==> src/hw/rtl/target_track_roi_and_search_scan_top_macros.svh <==
// Assertion macros for the target track and search scan block.
`ifndef TARGET_TRACK_ROI_AND_SEARCH_SCAN_TOP_MACROS_SVH
`define TARGET_TRACK_ROI_AND_SEARCH_SCAN_TOP_MACROS_SVH

// Same-cycle implication.
`define TTRS_ASSERT_IMP(lbl, clk, rst, ante, cons, msg) \
   lbl: assert property (@(posedge clk) disable iff (rst) (ante) |-> (cons)) \
      else $error(msg);

// Next-cycle implication.
`define TTRS_ASSERT_NXT(lbl, clk, rst, ante, cons, msg) \
   lbl: assert property (@(posedge clk) disable iff (rst) (ante) |=> (cons)) \
      else $error(msg);

`endif

==> src/hw/rtl/ttrs_pkg.sv <==
// Shared types and constants for the target track and search scan block.
package ttrs_pkg;

   localparam int ANG_W  = 16;
   localparam int CNT_W  = 16;
   localparam int ADDR_W = 5;
   localparam int DATA_W = 32;
   localparam int REG_IDX_W = 3;

   localparam int SCAN_STEP_DEF = 100;

   localparam logic [CNT_W-1:0] CNT_MAX = 16'hFFFF;

   localparam logic [1:0] REQ_FRAME = 2'd0;
   localparam logic [1:0] REQ_TICK  = 2'd1;
   localparam logic [1:0] REQ_LOAD  = 2'd2;

   localparam logic [1:0] REGION_SMALL  = 2'd0;
   localparam logic [1:0] REGION_EXPAND = 2'd1;
   localparam logic [1:0] REGION_FULL   = 2'd2;

   localparam logic [REG_IDX_W-1:0] REG_LOCK_THR   = 3'd0;
   localparam logic [REG_IDX_W-1:0] REG_EXPAND_THR = 3'd1;
   localparam logic [REG_IDX_W-1:0] REG_FULL_THR   = 3'd2;
   localparam logic [REG_IDX_W-1:0] REG_SCAN_INT   = 3'd3;
   localparam logic [REG_IDX_W-1:0] REG_PAN_MIN    = 3'd4;
   localparam logic [REG_IDX_W-1:0] REG_PAN_MAX    = 3'd5;
   localparam logic [REG_IDX_W-1:0] REG_TILT_MIN   = 3'd6;
   localparam logic [REG_IDX_W-1:0] REG_TILT_MAX   = 3'd7;

   localparam logic [CNT_W-1:0]        LOCK_THR_RST   = 16'd5;
   localparam logic [CNT_W-1:0]        EXPAND_THR_RST = 16'd10;
   localparam logic [CNT_W-1:0]        FULL_THR_RST   = 16'd30;
   localparam logic [CNT_W-1:0]        SCAN_INT_RST   = 16'd20;
   localparam logic signed [ANG_W-1:0] PAN_MIN_RST    = -16'sd9000;
   localparam logic signed [ANG_W-1:0] PAN_MAX_RST    = 16'sd9000;
   localparam logic signed [ANG_W-1:0] TILT_MIN_RST   = -16'sd4500;
   localparam logic signed [ANG_W-1:0] TILT_MAX_RST   = 16'sd4500;

   typedef enum logic [2:0] {
      MODE_SMALL  = 3'b001,
      MODE_EXPAND = 3'b010,
      MODE_FULL   = 3'b100
   } mode_type;

   typedef struct packed {
      logic [CNT_W-1:0]        lock_thr;
      logic [CNT_W-1:0]        expand_thr;
      logic [CNT_W-1:0]        full_thr;
      logic [CNT_W-1:0]        scan_int;
      logic signed [ANG_W-1:0] pan_min;
      logic signed [ANG_W-1:0] pan_max;
      logic signed [ANG_W-1:0] tilt_min;
      logic signed [ANG_W-1:0] tilt_max;
   } cfg_type;

endpackage

==> src/hw/rtl/target_track_roi_and_search_scan_top.sv <==
// Top level of the target track, region mode and search scan block.
//
// Request channel (req_valid / req_stall): one item per frame result, timer
// tick or gimbal angle load, selected by req_type. Response channel
// (rsp_valid / rsp_stall): exactly one item per request, carrying region
// mode, scan flag, hit and miss counts and both angles after the request
// has been applied. Configuration goes through the APB-style port.
//
// An item accepted at one clock edge shows up on the response channel right
// after it. Throughput is one item per cycle unless rsp_stall holds a
// response; the tracker state registers double as the response register,
// and all update logic is one level of compare, add and clamp between them.
// While a response waits under rsp_stall, req_stall is raised so the state
// and the shown response hold; once the response is taken, a new request
// is accepted in the same cycle.
//
// Reset clears the response valid, puts the tracker in full frame mode with
// scanning off, counters and angles at zero, and loads the configuration
// defaults. Nothing else runs after reset.
`include "target_track_roi_and_search_scan_top_macros.svh"

module target_track_roi_and_search_scan_top #(
   parameter int SCAN_STEP = ttrs_pkg::SCAN_STEP_DEF
) (
   input  logic                                 clock,
   input  logic                                 reset,
   input  logic                                 req_valid,
   output logic                                 req_stall,
   input  logic [1:0]                           req_type,
   input  logic                                 req_detected,
   input  logic signed [ttrs_pkg::ANG_W-1:0]    req_pan_in,
   input  logic signed [ttrs_pkg::ANG_W-1:0]    req_tilt_in,
   output logic                                 rsp_valid,
   input  logic                                 rsp_stall,
   output logic [1:0]                           rsp_region_mode,
   output logic                                 rsp_scan_active,
   output logic [ttrs_pkg::CNT_W-1:0]           rsp_hit_count,
   output logic [ttrs_pkg::CNT_W-1:0]           rsp_miss_count,
   output logic signed [ttrs_pkg::ANG_W-1:0]    rsp_pan_angle,
   output logic signed [ttrs_pkg::ANG_W-1:0]    rsp_tilt_angle,
   input  logic                                 psel,
   input  logic                                 penable,
   input  logic                                 pwrite,
   input  logic [ttrs_pkg::ADDR_W-1:0]          paddr,
   input  logic [ttrs_pkg::DATA_W-1:0]          pwdata,
   output logic [ttrs_pkg::DATA_W-1:0]          prdata,
   output logic                                 pready
);

   localparam int ANG_W  = ttrs_pkg::ANG_W;
   localparam int STEP_W = $clog2(SCAN_STEP + 1) + 1;
   localparam int SUM_W  = ((ANG_W > STEP_W) ? ANG_W : STEP_W) + 1;
   localparam logic signed [SUM_W-1:0] STEP_S = SUM_W'(SCAN_STEP);

   ttrs_pkg::cfg_type                   cfg;
   logic                                accept;

   logic                                rsp_valid_ff;
   logic                                rsp_valid_in;
   ttrs_pkg::mode_type                  mode_ff;
   ttrs_pkg::mode_type                  mode_in;
   logic                                scan_ff;
   logic                                scan_in;
   logic [ttrs_pkg::CNT_W-1:0]          hit_ff;
   logic [ttrs_pkg::CNT_W-1:0]          hit_in;
   logic [ttrs_pkg::CNT_W-1:0]          miss_ff;
   logic [ttrs_pkg::CNT_W-1:0]          miss_in;
   logic [ttrs_pkg::CNT_W-1:0]          tick_ff;
   logic [ttrs_pkg::CNT_W-1:0]          tick_in;
   logic signed [ANG_W-1:0]             pan_ff;
   logic signed [ANG_W-1:0]             pan_in;
   logic signed [ANG_W-1:0]             tilt_ff;
   logic signed [ANG_W-1:0]             tilt_in;

   logic [ttrs_pkg::CNT_W-1:0]          hit_inc;
   logic [ttrs_pkg::CNT_W-1:0]          miss_inc;
   logic signed [SUM_W-1:0]             pan_step;
   logic signed [SUM_W-1:0]             tilt_step;
   logic signed [SUM_W-1:0]             pan_nx;
   logic signed [SUM_W-1:0]             tilt_nx;
   logic signed [SUM_W-1:0]             pan_lo;
   logic signed [SUM_W-1:0]             pan_hi;
   logic signed [SUM_W-1:0]             tilt_lo;
   logic signed [SUM_W-1:0]             tilt_hi;
   logic signed [SUM_W-1:0]             pan_clamp;
   logic signed [SUM_W-1:0]             tilt_clamp;

   function automatic logic signed [SUM_W-1:0] clamp_range(
      input logic signed [SUM_W-1:0] v,
      input logic signed [SUM_W-1:0] lo,
      input logic signed [SUM_W-1:0] hi
   );
      logic signed [SUM_W-1:0] r;
      if (v < lo) begin
         r = lo;
      end else if (v > hi) begin
         r = hi;
      end else begin
         r = v;
      end
      return r;
   endfunction

   ttrs_csr u_csr (
      .clock   (clock),
      .reset   (reset),
      .psel    (psel),
      .penable (penable),
      .pwrite  (pwrite),
      .paddr   (paddr),
      .pwdata  (pwdata),
      .prdata  (prdata),
      .pready  (pready),
      .cfg     (cfg)
   );

   assign req_stall = rsp_valid_ff & rsp_stall;
   assign accept    = req_valid & ~req_stall;

   assign hit_inc  = (hit_ff == ttrs_pkg::CNT_MAX) ? hit_ff : hit_ff + 1'b1;
   assign miss_inc = (miss_ff == ttrs_pkg::CNT_MAX) ? miss_ff : miss_ff + 1'b1;

   assign pan_lo  = SUM_W'(cfg.pan_min);
   assign pan_hi  = SUM_W'(cfg.pan_max);
   assign tilt_lo = SUM_W'(cfg.tilt_min);
   assign tilt_hi = SUM_W'(cfg.tilt_max);

   assign pan_step  = SUM_W'(pan_ff) + STEP_S;
   assign tilt_step = SUM_W'(tilt_ff) + STEP_S;

   always_comb begin
      pan_nx  = pan_step;
      tilt_nx = SUM_W'(tilt_ff);
      if (pan_step > pan_hi) begin
         pan_nx  = pan_lo;
         tilt_nx = (tilt_step > tilt_hi) ? tilt_lo : tilt_step;
      end
   end

   assign pan_clamp  = clamp_range(pan_nx, pan_lo, pan_hi);
   assign tilt_clamp = clamp_range(tilt_nx, tilt_lo, tilt_hi);

   always_comb begin
      mode_in = mode_ff;
      scan_in = scan_ff;
      hit_in  = hit_ff;
      miss_in = miss_ff;
      tick_in = tick_ff;
      pan_in  = pan_ff;
      tilt_in = tilt_ff;
      if (accept) begin
         case (req_type)
            ttrs_pkg::REQ_FRAME: begin
               if (req_detected) begin
                  miss_in = '0;
                  hit_in  = hit_inc;
                  if (hit_inc >= cfg.lock_thr && mode_ff != ttrs_pkg::MODE_SMALL) begin
                     mode_in = ttrs_pkg::MODE_SMALL;
                     scan_in = 1'b0;
                  end
               end else begin
                  hit_in  = '0;
                  miss_in = miss_inc;
                  if (miss_inc >= cfg.expand_thr && mode_ff == ttrs_pkg::MODE_SMALL) begin
                     mode_in = ttrs_pkg::MODE_EXPAND;
                  end
                  if (miss_inc >= cfg.full_thr && mode_ff != ttrs_pkg::MODE_FULL) begin
                     mode_in = ttrs_pkg::MODE_FULL;
                     scan_in = 1'b1;
                  end
               end
            end
            ttrs_pkg::REQ_TICK: begin
               if (scan_ff) begin
                  if (tick_ff < cfg.scan_int) begin
                     tick_in = tick_ff + 1'b1;
                  end else begin
                     tick_in = '0;
                     pan_in  = pan_clamp[ANG_W-1:0];
                     tilt_in = tilt_clamp[ANG_W-1:0];
                  end
               end
            end
            ttrs_pkg::REQ_LOAD: begin
               pan_in  = req_pan_in;
               tilt_in = req_tilt_in;
            end
            default: ;
         endcase
      end
   end

   always_comb begin
      rsp_valid_in = rsp_valid_ff;
      if (accept) begin
         rsp_valid_in = 1'b1;
      end else if (!rsp_stall) begin
         rsp_valid_in = 1'b0;
      end
   end

   always_ff @(posedge clock) begin
      if (reset) begin
         rsp_valid_ff <= 1'b0;
         mode_ff      <= ttrs_pkg::MODE_FULL;
         scan_ff      <= 1'b0;
         hit_ff       <= '0;
         miss_ff      <= '0;
         tick_ff      <= '0;
         pan_ff       <= '0;
         tilt_ff      <= '0;
      end else begin
         rsp_valid_ff <= rsp_valid_in;
         mode_ff      <= mode_in;
         scan_ff      <= scan_in;
         hit_ff       <= hit_in;
         miss_ff      <= miss_in;
         tick_ff      <= tick_in;
         pan_ff       <= pan_in;
         tilt_ff      <= tilt_in;
      end
   end

   always_comb begin
      case (mode_ff)
         ttrs_pkg::MODE_SMALL:  rsp_region_mode = ttrs_pkg::REGION_SMALL;
         ttrs_pkg::MODE_EXPAND: rsp_region_mode = ttrs_pkg::REGION_EXPAND;
         default:               rsp_region_mode = ttrs_pkg::REGION_FULL;
      endcase
   end

   assign rsp_valid       = rsp_valid_ff;
   assign rsp_scan_active = scan_ff;
   assign rsp_hit_count   = hit_ff;
   assign rsp_miss_count  = miss_ff;
   assign rsp_pan_angle   = pan_ff;
   assign rsp_tilt_angle  = tilt_ff;

   `TTRS_ASSERT_NXT(a_accept_gives_rsp, clock, reset, accept, rsp_valid_ff, "accepted item lost")
   `TTRS_ASSERT_IMP(a_scan_full, clock, reset, scan_ff, mode_ff == ttrs_pkg::MODE_FULL, "scan off full")
   `TTRS_ASSERT_IMP(a_hit_miss_excl, clock, reset, hit_ff != '0, miss_ff == '0, "hit with miss")
   `TTRS_ASSERT_NXT(a_tick_idle_hold, clock, reset, !scan_ff, $stable(tick_ff), "tick moved idle")

endmodule

==> src/hw/rtl/ttrs_csr.sv <==
// Configuration register file with its APB-style access port.
module ttrs_csr (
   input  logic                          clock,
   input  logic                          reset,
   input  logic                          psel,
   input  logic                          penable,
   input  logic                          pwrite,
   input  logic [ttrs_pkg::ADDR_W-1:0]   paddr,
   input  logic [ttrs_pkg::DATA_W-1:0]   pwdata,
   output logic [ttrs_pkg::DATA_W-1:0]   prdata,
   output logic                          pready,
   output ttrs_pkg::cfg_type             cfg
);

   ttrs_pkg::cfg_type                  cfg_ff;
   ttrs_pkg::cfg_type                  cfg_in;
   logic                               wr_en;
   logic [ttrs_pkg::REG_IDX_W-1:0]     reg_idx;
   logic [ttrs_pkg::CNT_W-1:0]         wr_data;
   logic [ttrs_pkg::CNT_W-1:0]         rd_data;

   assign pready  = 1'b1;
   assign wr_en   = psel & penable & pwrite & pready;
   assign reg_idx = paddr[ttrs_pkg::ADDR_W-1:2];
   assign wr_data = pwdata[ttrs_pkg::CNT_W-1:0];

   always_comb begin
      cfg_in = cfg_ff;
      if (wr_en) begin
         case (reg_idx)
            ttrs_pkg::REG_LOCK_THR:   cfg_in.lock_thr   = wr_data;
            ttrs_pkg::REG_EXPAND_THR: cfg_in.expand_thr = wr_data;
            ttrs_pkg::REG_FULL_THR:   cfg_in.full_thr   = wr_data;
            ttrs_pkg::REG_SCAN_INT:   cfg_in.scan_int   = wr_data;
            ttrs_pkg::REG_PAN_MIN:    cfg_in.pan_min    = wr_data;
            ttrs_pkg::REG_PAN_MAX:    cfg_in.pan_max    = wr_data;
            ttrs_pkg::REG_TILT_MIN:   cfg_in.tilt_min   = wr_data;
            ttrs_pkg::REG_TILT_MAX:   cfg_in.tilt_max   = wr_data;
            default: ;
         endcase
      end
   end

   always_ff @(posedge clock) begin
      if (reset) begin
         cfg_ff.lock_thr   <= ttrs_pkg::LOCK_THR_RST;
         cfg_ff.expand_thr <= ttrs_pkg::EXPAND_THR_RST;
         cfg_ff.full_thr   <= ttrs_pkg::FULL_THR_RST;
         cfg_ff.scan_int   <= ttrs_pkg::SCAN_INT_RST;
         cfg_ff.pan_min    <= ttrs_pkg::PAN_MIN_RST;
         cfg_ff.pan_max    <= ttrs_pkg::PAN_MAX_RST;
         cfg_ff.tilt_min   <= ttrs_pkg::TILT_MIN_RST;
         cfg_ff.tilt_max   <= ttrs_pkg::TILT_MAX_RST;
      end else begin
         cfg_ff <= cfg_in;
      end
   end

   always_comb begin
      case (reg_idx)
         ttrs_pkg::REG_LOCK_THR:   rd_data = cfg_ff.lock_thr;
         ttrs_pkg::REG_EXPAND_THR: rd_data = cfg_ff.expand_thr;
         ttrs_pkg::REG_FULL_THR:   rd_data = cfg_ff.full_thr;
         ttrs_pkg::REG_SCAN_INT:   rd_data = cfg_ff.scan_int;
         ttrs_pkg::REG_PAN_MIN:    rd_data = cfg_ff.pan_min;
         ttrs_pkg::REG_PAN_MAX:    rd_data = cfg_ff.pan_max;
         ttrs_pkg::REG_TILT_MIN:   rd_data = cfg_ff.tilt_min;
         ttrs_pkg::REG_TILT_MAX:   rd_data = cfg_ff.tilt_max;
         default:                  rd_data = '0;
      endcase
   end

   assign prdata = {{(ttrs_pkg::DATA_W-ttrs_pkg::CNT_W){1'b0}}, rd_data};
   assign cfg    = cfg_ff;

endmodule

==> config.mk <==
export PLATFORM = sky130hd
export DESIGN_NAME = target_track_roi_and_search_scan_top
export DESIGN_NICKNAME = d
export VERILOG_FILES = /design/src/hw/rtl/ttrs_pkg.sv /design/src/hw/rtl/target_track_roi_and_search_scan_top.sv /design/src/hw/rtl/ttrs_csr.sv
export VERILOG_INCLUDE_DIRS = /design/src /design/src/hw/rtl
export SDC_FILE = /design/constraint.sdc
export NUM_CORES = 1
export LEC_CHECK = 0
export BUFFER_PORTS_ARGS = -buffer_cell sky130_fd_sc_hd__buf_4
export CAP_MARGIN = 10
export CORE_MARGIN = 2
export CORE_UTILIZATION = 29
export CTS_CLUSTER_DIAMETER = 200
export DETAILED_ROUTE_END_ITERATION = 8
export MAX_ROUTING_LAYER = met4
export PLACE_DENSITY_LB_ADDON = 0.05
export SYNTH_ARGS = -nofsm -noshare
export SYNTH_HDL_FRONTEND = slang
export SYNTH_SLANG_ARGS = --single-unit
==> constraint.sdc <==
create_clock -name clock -period 12.44 [get_ports clock]
set_input_delay 3.11 -clock clock [delete_from_list [all_inputs] [get_ports clock]]
set_output_delay 3.11 -clock clock [all_outputs]
set_load 0.05 [all_outputs]
==> out/metrics.yaml, run 1 <==
gp_congestion: 0.8933
clock_latency_ns: 0.59
start_util: 0.2945
p_sw_frac: 0.3197
cts_made_buffers: 30
hold_depth: 2
clockPowerShare: 0.450
drt-total-wl_um: 65410
power_leakage_nw: 7.805
wire_per_inst_um: 22.83
r2r_cells: 25
grt_max_degree: 67
htree_num_levels: 1
r2r_slack_ns: 4.29
final_util: 0.3428
power_density_mw_per_mm2: 113.0
maxCapViolCount: 0
finalCritPeriodShare: 0.7169
slew_violations: 0
end_kind: "output pin"
seqPwrFrac: 0.338
hold_end: "u_csr.cfg[113]"
n_fill_cell: 5769
vias: 15271
setup_viol: 0
cts_setup_buffers: 0
grt_overflow: 0
synth_cells: 2080
synth_edf_count: 0
slew_headroom: 0.2070
async_reset_ff_frac: 0
numPortBuffers: 145
yosys.area.top_type: "dfxtp_1"
synth.avg_cell_area_sq_um: 7.650
vdd_ir_drop_max_uv: 124.6
drc_errors: 0
rr_startpoint: "rsp_tilt_angle[2]"
ys_seq_elements: 213
synthToLayoutAreaGrowth_pct: 16.38
io_pins: 181
die_y_um: 238.2
max_freq_ghz: 0.1121
yosysTopAreaCellShare: 0.2680
fin_nets: 2394
cp_max_fo: 46
hold_path.class: "reg2reg"
hold_buffers: 0
cts_tree: "yes"
hold_start: "u_csr.cfg[113]"
grt_pass1_vias: 14776
synth_warnings: 0
power.switching_mw: 0.6693
setup-tns-final_ns: 0
period_needed_ns: 8.919
ant_nets: 0
core.rowCount: 85
num_antenna_cells: 0
synth_flop_cell: "dfxtp_1"
die_w_um: 238.2
hold_viol: 0
tightest_slew_ns: 1.185
grt_pass1_wl_um: 96820
postCtsResizedCells: 0
antenna_found_initial: 0
place_ws_ns: 3.544
grt_usage: 0.2335
first_pass_iters: 5
drt_iter0_drc: 906
syn_area_sq_mm: 0.01591
rsz0062_at_grt: "no"
comb_power_share: 0.212
layoutNonFillerInstCount: 2865
drive_gt1_frac: 0.1213
path_class: "in2out"
outcome: "finished, final reports clean"
core-area_sq_mm: 0.05403
worst_ep_arrival_time_ns: 5.81
fin_ws_ns: 3.522
fp.dieArea_sq_mm: 0.05676
cts_sinks: 213
start_kind: "input pin"
ys_seq_area_frac: 0.2680
cts_root_buf: "clkbuf_16"
fin_skew_ns: 0.01674
p_int_mw: 1.424
dpl.hpwl_um: 49560
drt-vias-per-instance: 5.330
yosys-top-cells-area: "dfxtp_1 (27%), ha_1 (13%), nand2_1 (7.2%)"
cts_buffer_depth: 3
cp.required_ns: 9.33
clkSlewWorstSetupHoldPaths_ns: 0.06
ys_types: 85
reg2reg_to: "rsp_tilt_angle[14]"
dpl.cell_count: 2810
## sequential cells by signal, summed over array words and instances, names as in the netlist
signal,cells
u_csr.cfg,128
rsp_hit_count,16
rsp_miss_count,16
rsp_pan_angle,16
rsp_tilt_angle,16
tick_ff,16
mode_ff,3
rsp_scan_active,1
rsp_valid,1
## Yosys cell counts (16+ instances only)
cell      count
a21o_1       32
o211ai_1     49
nor2_1      157
mux2_1       20
dfxtp_1     213
xnor2_1      30
a21oi_1     202
xor2_1       30
inv_1       153
a221oi_1     17
clkbuf_1     83
buf_4        19
nor3_1       59
a31oi_1      19
and3_1       23
ha_1        168
clkbuf_2     16
nand2_1     304
o21ai_0      40
mux2i_1      45
o2111a_1     17
nand3_1      80
nand4_1      31
a22oi_1      17
## cell usage in the layout, fill, tap and decap left out, types with 30 or more instances in the layout
| master | instances |
|---|---|
| ha_1 | 168 |
| nand2_1 | 304 |
| inv_1 | 153 |
| a21oi_1 | 202 |
| a21o_1 | 32 |
| nand3_1 | 80 |
| clkbuf_16 | 31 |
| xnor2_1 | 30 |
| nor2_1 | 155 |
| xor2_1 | 30 |
| buf_4 | 166 |
| dfxtp_1 | 213 |
| nor3_1 | 55 |
| nand4_1 | 31 |
| o21ai_0 | 40 |
| o211ai_1 | 49 |
| mux2i_1 | 45 |
## worst max path at each step
| stage | from | end | cells after the start |
|---|---|---|---|
| 2_1_floorplan | paddr[4] | prdata[1] | 7 |
| 3_3_place_gp | paddr[3] | prdata[11] | 8 |
| 3_5_place_dp | paddr[3] | prdata[11] | 8 |
| 4_1_cts | paddr[3] | prdata[11] | 8 |
| 5_1_grt | paddr[3] | prdata[9] | 8 |
| 6_report | paddr[3] | prdata[11] | 8 |
## power groups by stage
stage               combinational [mW]  clock (mW)  sequential (mW)
detailed placement               0.443           0            0.722
finish                           0.445       0.942            0.707
CTS                              0.445       0.967            0.707
floorplan                        0.286           0            0.733
global route                     0.482       0.992            0.708
global placement                 0.442           0            0.722
## critical path: stages
cell	delay (ns)
buf_4	0.47
clkinv_1	0.75
nand2_1	0.37
o22ai_1	0.13
a221oi_1	0.26
o21ai_0	0.27
o21a_1	0.21
buf_4	0.19
## metrics by stage
| stage | power, mW | hold slack (ns) | instance area (sq um) |
|---|---|---|---|
| global route | 2.182 | 0.4692 | 18520 |
| floorplan | 1.019 | 0.4363 | 15970 |
| CTS | 2.119 | 0.4548 | 18510 |
| detailed placement | 1.165 | 0.4467 | 17440 |
| finish | 2.093 | 0.4542 | 18520 |
| global placement | 1.164 | 0.4419 | 17440 |
## routing by layer
metal,vias up,part of all wire,global-route usage
met5,-,0,-
met2,349,0.47,0.3782
met4,0,0.022,0.05473
met1,7311,0.47,0.3091
met3,81,0.043,0.03031
li1,7530,-,-
## area by class of cell
type / instances / area [sq um] / area share
Inverter: 157 / 589.3 / 0.03182
Clock buffer: 45 / 918.4 / 0.04959
Clock inverter: 9 / 147.6 / 0.007972
Sequential cell: 213 / 4264 / 0.2303
Multi-Input combinational cell: 1578 / 10470 / 0.5654
Timing Repair Buffer: 167 / 1257 / 0.06790
Tap cell: 696 / 870.8 / 0.04702
## cell families (layout without fill, tap and decap cells)
group | after synthesis | count (layout) | synth area share
AO/OA/AOI/OAI | 512 | 512 | 0.2158
multiplexers | 81 | 81 | 0.05897
flip-flops | 213 | 213 | 0.2680
buffers and inverters | 304 | 378 | 0.07957
other | 2 | 17 | 0.0004719
XOR/XNOR | 60 | 60 | 0.03302
adder cells (fa/ha/maj) | 168 | 168 | 0.1321
AND/OR/NAND/NOR | 740 | 740 | 0.2121
Power figures use the tool's default switching activity.
==> run 2, diff against run 1 <==
Settings changed: ABC_AREA from default to 1.
Clock period 12.44 ns to 7.4 ns, I/O delays scaled along.
==> run 2 against run 1 <==
Net effect: critical path depth up 25; total power is 74% higher; flip-flop and latch count unchanged; area after synthesis is 3.2% lower; critical endpoint is now rsp_tilt_angle[13]; via count up 0.45%; first-iteration DRC count increased by 10%; clock skew is 0.0072 ns lower; critical path type is now reg2reg; clock power grew 57%; synthesized cell count grew 8.6%; core utilization is 0.15 points higher; die area shrank 3.2%.
==> out/metrics.yaml, run 2 <==
synth.avg_cell_area_sq_um: 6.821  # -11%
syn_area_sq_mm: 0.01540  # -3.2%
first_pass_iters: 5  # unchanged
antenna_found_initial: 3  # +3
start_kind: "register"
power_density_mw_per_mm2: 201.0  # +78%
grt_overflow: 0  # unchanged
ant_nets: 0  # unchanged
maxCapViolCount: 0  # unchanged
die_w_um: 234.5  # -1.6%
max_freq_ghz: 0.1591
finalCritPeriodShare: 0.8493
synth_edf_count: 0  # unchanged
setup-tns-final_ns: 0  # unchanged
vdd_ir_drop_max_uv: 159.1  # +28%
grt_max_degree: 92  # +37%
crit_path_max_incr_delay_ns: 0.52  # -0.23 ns
fin_skew_ns: 0.009563  # -0.007180 ns
layout_common_cells: "nand2_1 (427), inv_1 (302), a21oi_1 (289), dfxtp_1 (213), o21ai_0 (190)"
crit_top_cell: "nand3_1"
outcome: "finished, final reports clean"
end_kind: "register"
hold_viol: 0  # unchanged
htree_num_levels: 1  # unchanged
wire_per_inst_um: 18.80  # -18%
vias: 15340  # +0.45%
hold_path.class: "reg2reg"
numPortBuffers: 145  # unchanged
drc_errors: 0  # unchanged
ys_types: 53  # -38%
slew_headroom: 0.2196  # +0.01261
fin_ws_ns: 1.115  # -2.407 ns
power_leakage_nw: 8.263  # +5.9%
synth_warnings: 0  # unchanged
drt_iter0_drc: 1001  # +10%
clkSlewWorstSetupHoldPaths_ns: 0.06  # about the same
core-area_sq_mm: 0.05255  # -2.7%
synth_cells: 2258  # +8.6%
final-seq-area_sq_mm: 0.004264  # unchanged
cts_root_buf: "clkbuf_16"
start_util: 0.2931  # -0.001439
cts_setup_buffers: 0  # unchanged
io_pins: 181  # unchanged
cts_buffer_depth: 3  # unchanged
rsz0062_at_grt: "no"
cp_slowest_cell: "a21boi_0"
largest_reg_flops: 128  # unchanged
yosysMostFrequentCell: "nand2_1"
drive_gt1_frac: 0.1201  # -0.001187
async_reset_ff_frac: 0  # unchanged
mostFrequentLayoutCell: "nand2_1"
setup_viol: 0  # unchanged
postCtsResizedCells: 0  # unchanged
yosys-top-cells-area: "dfxtp_1 (28%), ha_1 (14%), nand2_1 (10%)"
synthToLayoutAreaGrowth_pct: 17.46
synth_common_cells: "nand2_1 (427), inv_1 (303), a21oi_1 (289)"
cts_sinks: 213  # unchanged
hold_buffers: 0  # unchanged
synth_flop_cell: "dfxtp_1"
period_needed_ns: 6.285
gp_congestion: 0.9113  # +2.0%
drt-vias-per-instance: 4.992  # -6.3%
slew_violations: 0  # unchanged
ys_seq_elements: 213  # unchanged
worst_ep_arrival_time_ns: 6.75  # +0.94 ns
fin_nets: 2608  # +8.9%
grt_pass1_vias: 14209  # -3.8%
core.rowCount: 84  # -1.2%
cp.required_ns: 7.86  # -1.47 ns
path_class: "reg2reg"
die_y_um: 234.5  # -1.6%
yosys.area.top_type: "dfxtp_1"
fp.dieArea_sq_mm: 0.05497  # -3.2%
tightest_slew_ns: 1.166  # -0.01884 ns
grt_usage: 0.2138  # -0.01974
dpl.hpwl_um: 44960  # -9.3%
cts_made_buffers: 28  # -6.7%
ys_seq_area_frac: 0.2768  # +0.008881
clock_latency_ns: 0.57  # -0.02 ns
n_fill_cell: 5787  # +0.31%
place_ws_ns: 1.116  # -2.429 ns
cts_tree: "yes"
grt_pass1_wl_um: 86690  # -10%
yosysTopAreaCellShare: 0.2768  # +0.008881
cp_max_fo: 43  # -6.5%
drt-total-wl_um: 57790  # -12%
multi_input_area_sq_mm: 0.009545  # -8.8%
-- run 2: cell count changes in the layout (fill, tap and decap cells not counted), moves of 45 or more --
cell and delta:
o21ai_0 +150, nand2_1 +123, nand3_1 +49, inv_1 +149, mux2i_1 -45, a21oi_1 +87
-- run 2: area by class of cell --
cell class	count	area share
Antenna cell	3	0.0004150
Clock buffer	41	0.04869
Clock inverter	10	0.007262
Inverter	315	0.06536
Multi-Input combinational cell	1645	0.5276
Sequential cell	213	0.2357
Tap cell	688	0.04758
Timing Repair Buffer	158	0.06736
-- run 2: kinds of logic after synthesis --
family          synth area share
compound gates            0.2219
fa+ha+maj                 0.1365
other cells            0.0004876
flops                     0.2768
simple gates              0.2321
buf+inv                   0.1077
xor+xnor                 0.02445
-- run 2: worst max-delay path: cells and delay by family (launching register included) --
family / cells / cell delay (ns)
simple gates: 22 / 3.14
compound gates: 3 / 1.00
buf+inv: 5 / 0.83
xor+xnor: 1 / 0.27
flops: 1 / 0.41
fa+ha+maj: 2 / 0.54
-- run 2: metrics by stage --
step / cells / instance area (sq um) / hold WS, ns / power (mW) / util
2_1_floorplan: 2273 / 15460 / 0.4412 / 1.889 / -
4_1_cts: 3069 / 18060 / 0.4932 / 3.676 / 0.3436
3_3_place_gp: 3018 / 17040 / 0.4809 / 2.169 / 0.3243
5_1_grt: 3073 / 18090 / 0.5180 / 3.848 / 0.3443
3_5_place_dp: 3018 / 17040 / 0.4831 / 2.173 / 0.3243
6_report: 3073 / 18090 / 0.4880 / 3.637 / 0.3443
-- run 2: path summary, 6_finish.rpt --
path                                        from                 end  slack, ns  cells past startpoint
worst max-delay path            rsp_pan_angle[4]  rsp_tilt_angle[13]       1.11                     33
worst min-delay path            rsp_hit_count[3]    rsp_hit_count[3]       0.49                      2
worst max register to register  rsp_pan_angle[4]  rsp_tilt_angle[13]       1.11                     33
worst min register to register  rsp_hit_count[3]    rsp_hit_count[3]       0.49                      2
-- run 2: where the power goes --
part	switching [mW]	total, mW	internal [mW]
Sequential	0.0174	1.18	1.17
Combinational	0.664	0.968	0.304
Clock	0.562	1.48	0.922
Total	1.24	3.64	2.39
-- run 2: per-layer routing --
layer / vias to the layer above / share of wire / wire length [um] / GRT usage
met5: - / 0 / 0 / -
met4: 0 / 0.027 / 1536 / 0.06093
met2: 387 / 0.44 / 25710 / 0.3340
met1: 7079 / 0.47 / 27020 / 0.2827
met3: 70 / 0.061 / 3522 / 0.03694
li1: 7804 / - / - / -
==> run 3, diff against run 2 <==
Settings changed: ABC_AREA 1 to 0.
Clock period 7.4 ns to 5.5 ns, I/O delays scaled along.
==> run 3 against run 2 <==
Net effect: design area increased by 18%; sequential power increased by 35%; routed wire length increased by 22%; via count increased by 6.2%; first-iteration DRC count increased by 12%; fmax increased by 8.4%; core utilization increased by 4.9 points; largest power group unchanged; count of clock-buffer cells in the layout increased by 2; register-to-register slack got worse by 1.4 ns; the run now ends with setup timing left.
==> out/metrics.yaml, run 3 (same netlist as run 1, synthesis figures left out) <==
start_util: 0.2945  # +0.001439
hold_buffers: 0  # unchanged
r2r_slack_ns: -0.30  # -1.41 ns
worst_ep_arrival_time_ns: 6.29  # -0.46 ns
drt_iter0_drc: 1125  # +12%
fin_skew_ns: 0.02184  # +0.01227 ns
drc_errors: 0  # unchanged
core-area_sq_mm: 0.05403  # +2.8%
tightest_slew_ns: 1.266  # +0.09960 ns
numPortBuffers: 145  # unchanged
cts_buffer_depth: 3  # unchanged
maxCapViolCount: 0  # unchanged
period_needed_ns: 5.798  # -0.4868 ns
htree_num_levels: 1  # unchanged
core.rowCount: 85  # +1.2%
dpl.cell_count: 2983  # -1.2%
antenna_found_initial: 0  # -3
fp.dieArea_sq_mm: 0.05676  # +3.3%
layoutNonFillerInstCount: 3086  # +0.42%
rr_startpoint: "rsp_tilt_angle[3]"
hold_viol: 0  # unchanged
setup_viol: 16  # +16
cp_slowest_cell: "or4_4"
drt-total-wl_um: 70470  # +22%
cts_made_buffers: 29  # +3.6%
cp.required_ns: 5.99  # -1.87 ns
hold_end: "u_csr.cfg[94]"
vias: 16297  # +6.2%
placed_cell_area_sq_mm: 0.01900  # +11%
cp_max_fo: 6  # -86%
fin_hold_ws_ns: 0.4532  # -0.03478 ns
power_density_mw_per_mm2: 244.4  # +22%
rsz0062_at_grt: "yes"
max_freq_ghz: 0.1725  # +8.4%
total_power_mw: 5.198  # +43%
hold_depth: 2  # unchanged
io_pins: 181  # unchanged
dpl.hpwl_um: 53380  # +19%
r2r_cells: 26  # -21%
ant_nets: 0  # unchanged
grt_usage: 0.2469  # +0.03317
reg2reg_to: "rsp_tilt_angle[14]"
wire_per_inst_um: 22.83  # +21%
grt_pass1_vias: 15614  # +9.9%
outcome: "finished, violations left"
start_kind: "register"
fin_nets: 2614  # +0.23%
hold_start: "u_csr.cfg[94]"
hold_path.class: "reg2reg"
cts_tree: "yes"
synthToLayoutAreaGrowth_pct: 33.65
grt_pass1_wl_um: 102400  # +18%
crit_path_max_incr_delay_ns: 0.56  # +0.04 ns
slew_violations: 0  # unchanged
clock_latency_ns: 0.58  # about the same
gp_congestion: 0.9128  # +0.16%
first_pass_iters: 5  # unchanged
cts_sinks: 213  # unchanged
die_w_um: 238.2  # +1.6%
grt_max_degree: 70  # -24%
slew_headroom: 0.1514  # -0.06813
drt-vias-per-instance: 5.281  # +5.8%
end_kind: "register"
fin_ws_ns: -0.2984  # -1.413 ns
vdd_ir_drop_max_uv: 237.2  # +49%
mostFrequentLayoutCell: "buf_4"
die_y_um: 238.2  # +1.6%
grt_overflow: 0  # unchanged
violations: "setup timing"
path_class: "reg2reg"
layout_common_cells: "buf_4 (347), nand2_1 (304), dfxtp_1 (195), a21oi_1 (194), ha_1 (152)"
drive_gt1_frac: 0.2537  # +0.1336
place_ws_ns: -0.6975  # -1.813 ns
largest_reg_flops: 128  # unchanged
power_leakage_nw: 9.165  # +11%
clkSlewWorstSetupHoldPaths_ns: 0.06  # about the same
final_cell_area_sq_mm: 0.02127  # +18%
cts_root_buf: "clkbuf_16"
finalCritPeriodShare: 1.054  # +0.2049
[run 3: cell types whose count changed in the layout (fill, tap and decap cells not counted), sizes merged, moves of 26 or more]
cell,change
a21o,+26
a21oi,-98
buf,+224
inv,-158
mux2,+29
mux2i,+45
nand2,-140
nand3,-60
nor2,+38
o21ai,-156
[run 3: final cells by class]
class | count | area (sq um)
well taps | 696 | 870.8
flip-flops and latches | 213 | 4302
clock buffers | 43 | 899.6
repair buffers | 385 | 3197
clock inverters | 10 | 180.2
fillers | 5599 | 32760
multi-input cells | 1581 | 11230
diodes | 1 | 2.502
inverters | 157 | 590.6
[run 3: worst max path at each step]
stage,cells past startpoint,slack (ns),from,to
floorplan,26,-0.009,rsp_tilt_angle[2],rsp_tilt_angle[10]
global placement,24,-0.68,rsp_tilt_angle[3],rsp_tilt_angle[1]
detailed placement,24,-0.70,rsp_tilt_angle[3],rsp_tilt_angle[0]
CTS,26,-0.21,rsp_tilt_angle[2],rsp_tilt_angle[10]
global route,28,-0.51,rsp_tilt_angle[3],rsp_tilt_angle[14]
finish,26,-0.30,rsp_tilt_angle[3],rsp_tilt_angle[14]
[run 3: critical path: cells and delay by family, from the launching register on]
kind | cells | cell delay [ns]
mux | 1 | 0.32
compound gates | 5 | 1.04
flops | 1 | 0.38
simple gates | 15 | 2.91
buf+inv | 2 | 0.35
fa+ha+maj | 3 | 0.69
[run 3: layer usage]
metal  GRT usage  share of wire
met1      0.3273           0.46
met2      0.4102           0.47
met3     0.02106          0.040
met4     0.05284          0.022
met5           -              0
[run 3: per-stage QoR]
| stage | util | setup TNS (ns) |
|---|---|---|
| floorplan | - | -0.04478 |
| global placement | 0.3516 | -15.66 |
| detailed placement | 0.3516 | -16.66 |
| CTS | 0.3840 | -2.131 |
| global route | 0.3936 | -8.619 |
| finish | 0.3937 | -3.349 |
[run 3: power by group]
group | switching [mW] | internal (mW)
clock network | 0.783 | 1.36
registers | 0.0236 | 1.56
logic | 0.830 | 0.641
total | 1.64 | 3.56
[run 3: what timing repair did]
item,CTS,global route
pin swaps,54,40
setup endpoints to repair,32,32
gates resized for setup,89,55
buffers inserted,22,21
gates cloned,3,3
